`src/rtl/core/abkf_pkg.sv`:
```
// abkf_pkg: shared types, constants and helpers for the angle/bias kalman filter
// no dependencies; used by abkf_div and angle_bias_kalman_filter
package abkf_pkg;

    localparam int FRAC_BITS  = 24;
    localparam int DIV_STEPS  = 33;
    localparam int CFG_IDX_W  = 8;
    localparam int CFG_DATA_W = 32;

    // register indexes of the configuration port
    localparam logic [CFG_IDX_W-1:0] REG_Q_ANGLE     = 8'd0;
    localparam logic [CFG_IDX_W-1:0] REG_Q_BIAS      = 8'd1;
    localparam logic [CFG_IDX_W-1:0] REG_R_MEASURE   = 8'd2;
    localparam logic [CFG_IDX_W-1:0] REG_START_ANGLE = 8'd3;

    localparam logic [23:0] Q_ANGLE_RESET   = 24'd16777;
    localparam logic [23:0] Q_BIAS_RESET    = 24'd50332;
    localparam logic [23:0] R_MEASURE_RESET = 24'd503316;

    localparam logic signed [31:0] S32_MAX = 32'sh7fff_ffff;
    localparam logic signed [31:0] S32_MIN = 32'sh8000_0000;

    typedef enum logic [4:0] {
        ST_IDLE,
        ST_RATE,
        ST_M_ANG,   ST_W_ANG,
        ST_M_T,     ST_W_T,
        ST_M_P00,   ST_W_P00,
        ST_W_P0110,
        ST_M_P11,   ST_W_P11,
        ST_INNOV,
        ST_DIV0_GO, ST_DIV0_WAIT,
        ST_DIV1_GO, ST_DIV1_WAIT,
        ST_M_AY,    ST_W_AY,
        ST_M_BY,    ST_W_BY,
        ST_M_C10,   ST_W_C10,
        ST_M_C11,   ST_W_C11,
        ST_M_C01,   ST_W_C01,
        ST_M_C00,   ST_W_C00,
        ST_DONE
    } abkf_state_t;

    typedef enum logic [1:0] {
        DV_IDLE,
        DV_PRE,
        DV_RUN,
        DV_DONE
    } abkf_div_state_t;

    // request into the divider
    typedef struct packed {
        logic               start;
        logic signed [31:0] numer;
        logic [31:0]        denom;
    } abkf_div_req_t;

    // saturate a wide signed value to the 32-bit signed range
    function automatic logic signed [31:0] sat32(input logic signed [45:0] x);
        logic signed [31:0] r;
        if (x > 46'(S32_MAX)) begin
            r = S32_MAX;
        end else if (x < 46'(S32_MIN)) begin
            r = S32_MIN;
        end else begin
            r = x[31:0];
        end
        return r;
    endfunction

endpackage

```
`src/rtl/core/abkf_div.sv`:
```
// abkf_div: bit-serial gain divider, round(numer * 2^24 / denom) saturated to 32 bits
// depends on abkf_pkg; denom must be nonzero
module abkf_div (
    input  logic                   aclk,
    input  logic                   aresetn,
    input  abkf_pkg::abkf_div_req_t req,
    output logic                   done,
    output logic signed [31:0]     quot
);
    import abkf_pkg::*;

    abkf_div_state_t state_reg, state_next;

    logic [56:0] num_reg;
    logic [31:0] den_reg;
    logic        neg_reg;
    logic        ovf_reg;
    logic [31:0] rem_reg;
    logic [32:0] low_reg;
    logic [32:0] q_reg;
    logic [5:0]  cnt_reg;

    logic [31:0] mag;
    logic [32:0] trial;
    logic        ge;

    assign mag   = req.numer[31] ? (~req.numer + 32'd1) : req.numer;
    assign trial = {rem_reg, low_reg[32]};
    assign ge    = trial >= {1'b0, den_reg};

    always_comb begin
        state_next = state_reg;
        unique case (state_reg)
            DV_IDLE: if (req.start) state_next = DV_PRE;
            DV_PRE: begin
                if ({9'd0, num_reg[56:33]} >= den_reg) state_next = DV_DONE;
                else                                   state_next = DV_RUN;
            end
            DV_RUN:  if (cnt_reg == 6'd0) state_next = DV_DONE;
            DV_DONE: state_next = DV_IDLE;
            default: state_next = DV_IDLE;
        endcase
    end

    always_ff @(posedge aclk) begin
        if (!aresetn) begin
            state_reg <= DV_IDLE;
        end else begin
            state_reg <= state_next;
        end
    end

    always_ff @(posedge aclk) begin
        unique case (state_reg)
            DV_IDLE: begin
                // half the divisor added up front gives round half away from zero
                num_reg <= {1'b0, mag, 24'd0} + {25'd0, 1'b0, req.denom[31:1]};
                den_reg <= req.denom;
                neg_reg <= req.numer[31];
            end
            DV_PRE: begin
                ovf_reg <= {9'd0, num_reg[56:33]} >= den_reg;
                rem_reg <= {8'd0, num_reg[56:33]};
                low_reg <= num_reg[32:0];
                q_reg   <= '0;
                cnt_reg <= 6'(DIV_STEPS - 1);
            end
            DV_RUN: begin
                rem_reg <= ge ? 32'(trial - {1'b0, den_reg}) : trial[31:0];
                q_reg   <= {q_reg[31:0], ge};
                low_reg <= {low_reg[31:0], 1'b0};
                cnt_reg <= cnt_reg - 6'd1;
            end
            DV_DONE: begin
            end
            default: begin
            end
        endcase
    end

    always_comb begin
        done = (state_reg == DV_DONE);
        if (neg_reg) begin
            if (ovf_reg || q_reg > 33'h0_8000_0000) quot = S32_MIN;
            else                                    quot = -$signed(q_reg[31:0]);
        end else begin
            if (ovf_reg || q_reg > 33'h0_7fff_ffff) quot = S32_MAX;
            else                                    quot = $signed(q_reg[31:0]);
        end
    end

endmodule

```
`config.mk`:
```
export PLATFORM = sky130hd
export DESIGN_NAME = abkf_div
export DESIGN_NICKNAME = d
export VERILOG_FILES = /design/src/rtl/core/abkf_pkg.sv /design/src/rtl/core/abkf_div.sv
export SDC_FILE = /design/constraint.sdc
export NUM_CORES = 1
export LEC_CHECK = 0
export ABC_AREA = 1
export BUFFER_PORTS_ARGS = -buffer_cell sky130_fd_sc_hd__buf_2
export CAP_MARGIN = 25
export CORE_MARGIN = 1
export CORE_UTILIZATION = 50
export DETAILED_ROUTE_END_ITERATION = 7
export PLACE_DENSITY = 0.68
export SLEW_MARGIN = 20
export SYNTH_ARGS = -nofsm -noshare
export SYNTH_HDL_FRONTEND = slang
export SYNTH_SLANG_ARGS = --single-unit
```
`constraint.sdc`:
```
create_clock -name aclk -period 6.9 [get_ports aclk]
set_input_delay 1.38 -clock aclk [delete_from_list [all_inputs] [get_ports aclk]]
set_output_delay 1.38 -clock aclk [all_outputs]
set_load 0.02 [all_outputs]
```
==> metrics.md <==
| Metric | Value |
|---|---|
| Status | complete, no violations |
| Core Box Area | 25,300 um2 |
| Clk pin slew, worst setup/hold paths | 0.09 ns |
| Unrepaired setup endpoints after global routing | no |
| Vias after detailed routing | 11,100 |
| # diodes | 0 |
| Max reg flops | 57 |
| Ys Warns | 0 |
| Ranking of synthesized cells by area | edfxtp_1 (40%), nand2_1 (13%), ha_1 (7.1%) |
| Top-area cell type share of the netlist area | 39.8% |
| Total Wirelength | 32,000 um |
| Tcrit/Tclk final | 63.8% |
| Ports | 100 |
| Starting density of the core | 51.1% |
| Post-CTS setup buffers | 0 |
| Most frequent CP cell | nand2_1 |
| Post-synthesis sequential area ratio | 40.1% |
| Least-Margin Pin Slew | 0.968 ns |
| Cell Chain, Critical Path | nand4_1, nor4_1, nand2_1, nand2_1, nand2_1, a21oi_1, buf_2 |
| Fmax | 227 MHz |
| Hold path depth | 2 |
| Syn_area_per_cell | 7.71 um2 |
| Crit path max-delay family | simple AND/OR/NAND/NOR gates |
| Hold Path Origin | num_reg[27]$_DFFE_PN_ |
| CP Data Arrival Time | 3.03 ns |
| CP required | 5.52 ns |
| Rows | slightly below 60 |
| Fin. Hold Viols | 0 |
| Gpl congestion | 0.911 |
| Drt via density | 5.33 |
| Syn Inst Count | 1,672 |
| Cell Area, Synth | 12,900 um2 |
| Worst R2R Start | num_reg[0]$_DFFE_PN_ |
| CTS Sinks | 173 |
| Root Driver | clkbuf_16 |
| P per Cell Area | 508 nW/um2 |
| # hold bufs at CTS | 0 |
| Slowest-stage cell, CP | nand2_1 |
| Nature of the critical path endpoint | primary output |
| Final routed DRC violation total | 0 |
| Crit path launch | q_reg[20]$_SDFFCE_PN0P_ |
| Vias in the first global route | 10,300 |
| Crit path kind | reg -> out |
| Final Max Slew Viols | 0 |
| Pre-antenna DRT Iters | 5 |
| Total track usage | 24.9% |
| Resize count post-CTS | 0 |
| Drt initial violations | 780 |
| Slew margin rel. | 35.5% |
| Worst-case clock buffer depth | 2 |
| Placed Area | about 14,000 um2 |
| WHS Endpoint | low_reg[27]$_DFFE_PP_ |
| Pin count of the biggest net entering global routing | around 70 |
| Leakage | 6.60 nW |
| Synth Flop Type | edfxtp_1 |
| Reg2Reg Setup Slack | roughly 3.3 ns |
| MaxCap Viol Count | 0 |
| Post-synth ARST share | 0% |
| Worst setup SP type | flop |
| R2R depth | 13 |
| EDFF count, synth | 171 |
| Die extent in x | 163 um |
| Initial antenna violation count | 0 |
| CP peak stage delay | 0.59 ns |
| Final net count | 1,891 |
| DP HPWL | 24,600 um |
| Period minus WS final | ~4.4 ns |
| Peak supply drop | ~0.0005 V |
| IO buf count | 99 |
| Unique masters post-synth | 46 |
| Worst Hold Class | reg -> reg |
| Reg2reg end | rem_reg[14]$_DFFE_PP_ |
| Synthesis-to-finish area growth | 10.9% |
| Fillers | between 2,000 and 2,500 |
| First-pass GRT wire length | 51,600 um |
| Crit-path max FO | 24 |
| CTS tree | done |
| TritonCTS Buffers | 17 |
| Worst clock skew | 0.0217 ns |
| Hold_ws | 0.512 ns |
| DR WL/cell | 15.3 um |
| # H-tree levels | 4 |
| Layout cell share with drive strength beyond 1 | 11.7% |
| Later-pin clock latency in the skew report | 0.45 ns |
| Gr ovfl total | 0 |
| Synthesized flop and latch total | between 150 and 200 |
| Die footprint | 26,400 um2 |
| Setup TNS Final | 0 ns |
| Detail Route Antenna Nets | 0 |
| Synth Net Count | 1,814 |
| Fin area | 14,300 um2 |
| # setup viols final | 0 |
| Yosys top cell by area | edfxtp_1 |
| Buf+Inv Stages, Crit Path | 1 |
| Die Span Y | 163 um |
how the worst max path moves through the flow:
stage                     cells past startpoint                     to
final                                         7                quot[3]
after global routing                         13               quot[28]
after CTS                                    13                quot[7]
after detailed placement                     16  num_reg[47]$_DFFE_PN_
after global placement                       16  num_reg[47]$_DFFE_PN_
after floorplan                              17  num_reg[47]$_DFFE_PN_
metal layers:
metal  vias to the layer above  track usage [%]  part of all wire, %
li1                       5665                -                    -
met1                      5171             34.2                   47
met2                       274             40.9                   47
met3                        31             3.18                  4.6
met4                         0             7.35                  1.4
met5                         -                0                    0
power breakdown:
group	internal, mW	leakage [nW]	switching (mW)
registers	1.99	1.69	0.358
logic	1.27	4.59	2.61
clock network	0.517	0.315	0.520
synthesized netlist by cell type (5+ instances only):
cell type,count
buf_2,8
inv_1,222
a21oi_1,60
edfxtp_1,171
o21ai_2,16
ha_1,73
clkbuf_1,29
nand2_2,12
xnor2_1,26
nor2_2,11
nand2_1,461
o21bai_1,7
nand3_1,115
a21o_1,5
o21ai_0,78
xor2_1,50
nor2_1,163
nor3_1,18
nor2_4,11
nand3b_1,28
o21ai_1,23
nand4_1,34
worst min-delay path, cell delays in order, from the launching register on:
cell and delay [ns]:
edfxtp_1 0.33, nand2_1 0.05, nand2_1 0.05
area by class of cell:
type,count,area (um2),area share (%)
Tap cell,330,413,2.89
Inverter,226,848,5.93
Clock buffer,17,425,2.97
Sequential cell,173,5170,36.2
Timing Repair Buffer,103,526,3.67
Clock inverter,15,228,1.59
Multi-Input combinational cell,1228,6690,46.8
cell usage in the layout (no fill, tap or decap), types with 3 or more instances in the layout:
cell type / n
clkbuf_16: 17
o21ai_0: 78
o21bai_1: 7
a21oi_1: 60
inv_2: 4
nand4_1: 34
nand3_1: 115
nand3_2: 3
a21o_1: 5
buf_4: 4
edfxtp_1: 171
nor2_4: 11
nand2_2: 12
o21ai_2: 16
inv_12: 6
clkinv_8: 4
nand3b_1: 28
nor2_1: 163
nor3_1: 18
a31oi_1: 4
ha_1: 71
inv_1: 222
buf_2: 99
o211ai_1: 3
or2_2: 3
nor4_1: 4
xor2_1: 50
nand2_1: 461
xnor2_1: 26
o21ai_1: 23
nor2_2: 11
inv_8: 4
cells by family after synthesis:
| kind of cell | count (synthesis) | share of synthesized area, % |
|---|---|---|
| xor gates and xnor gates | 77 | 5.29 |
| adders and majority gates | 75 | 7.40 |
| and+or+nand+nor | 872 | 30.2 |
| DFF | 173 | 40.1 |
| other | 1 | 0.0291 |
| AOI/OAI and AO/OA | 203 | 8.81 |
| buffers and inverters | 271 | 8.17 |
stage by stage:
step           instances  setup WS (ns)  power, mW  utilization [%]
2_1_floorplan       1672           3.04       5.24                -
3_3_place_gp        2060           2.35       6.15             54.1
3_5_place_dp        2060           2.25       6.23             54.1
4_1_cts             2092           2.48       7.30             56.6
5_1_grt             2092           2.24       7.87             56.6
6_report            2092           2.49       7.27             56.6
Note: power is estimated with default switching activity, not from simulation.
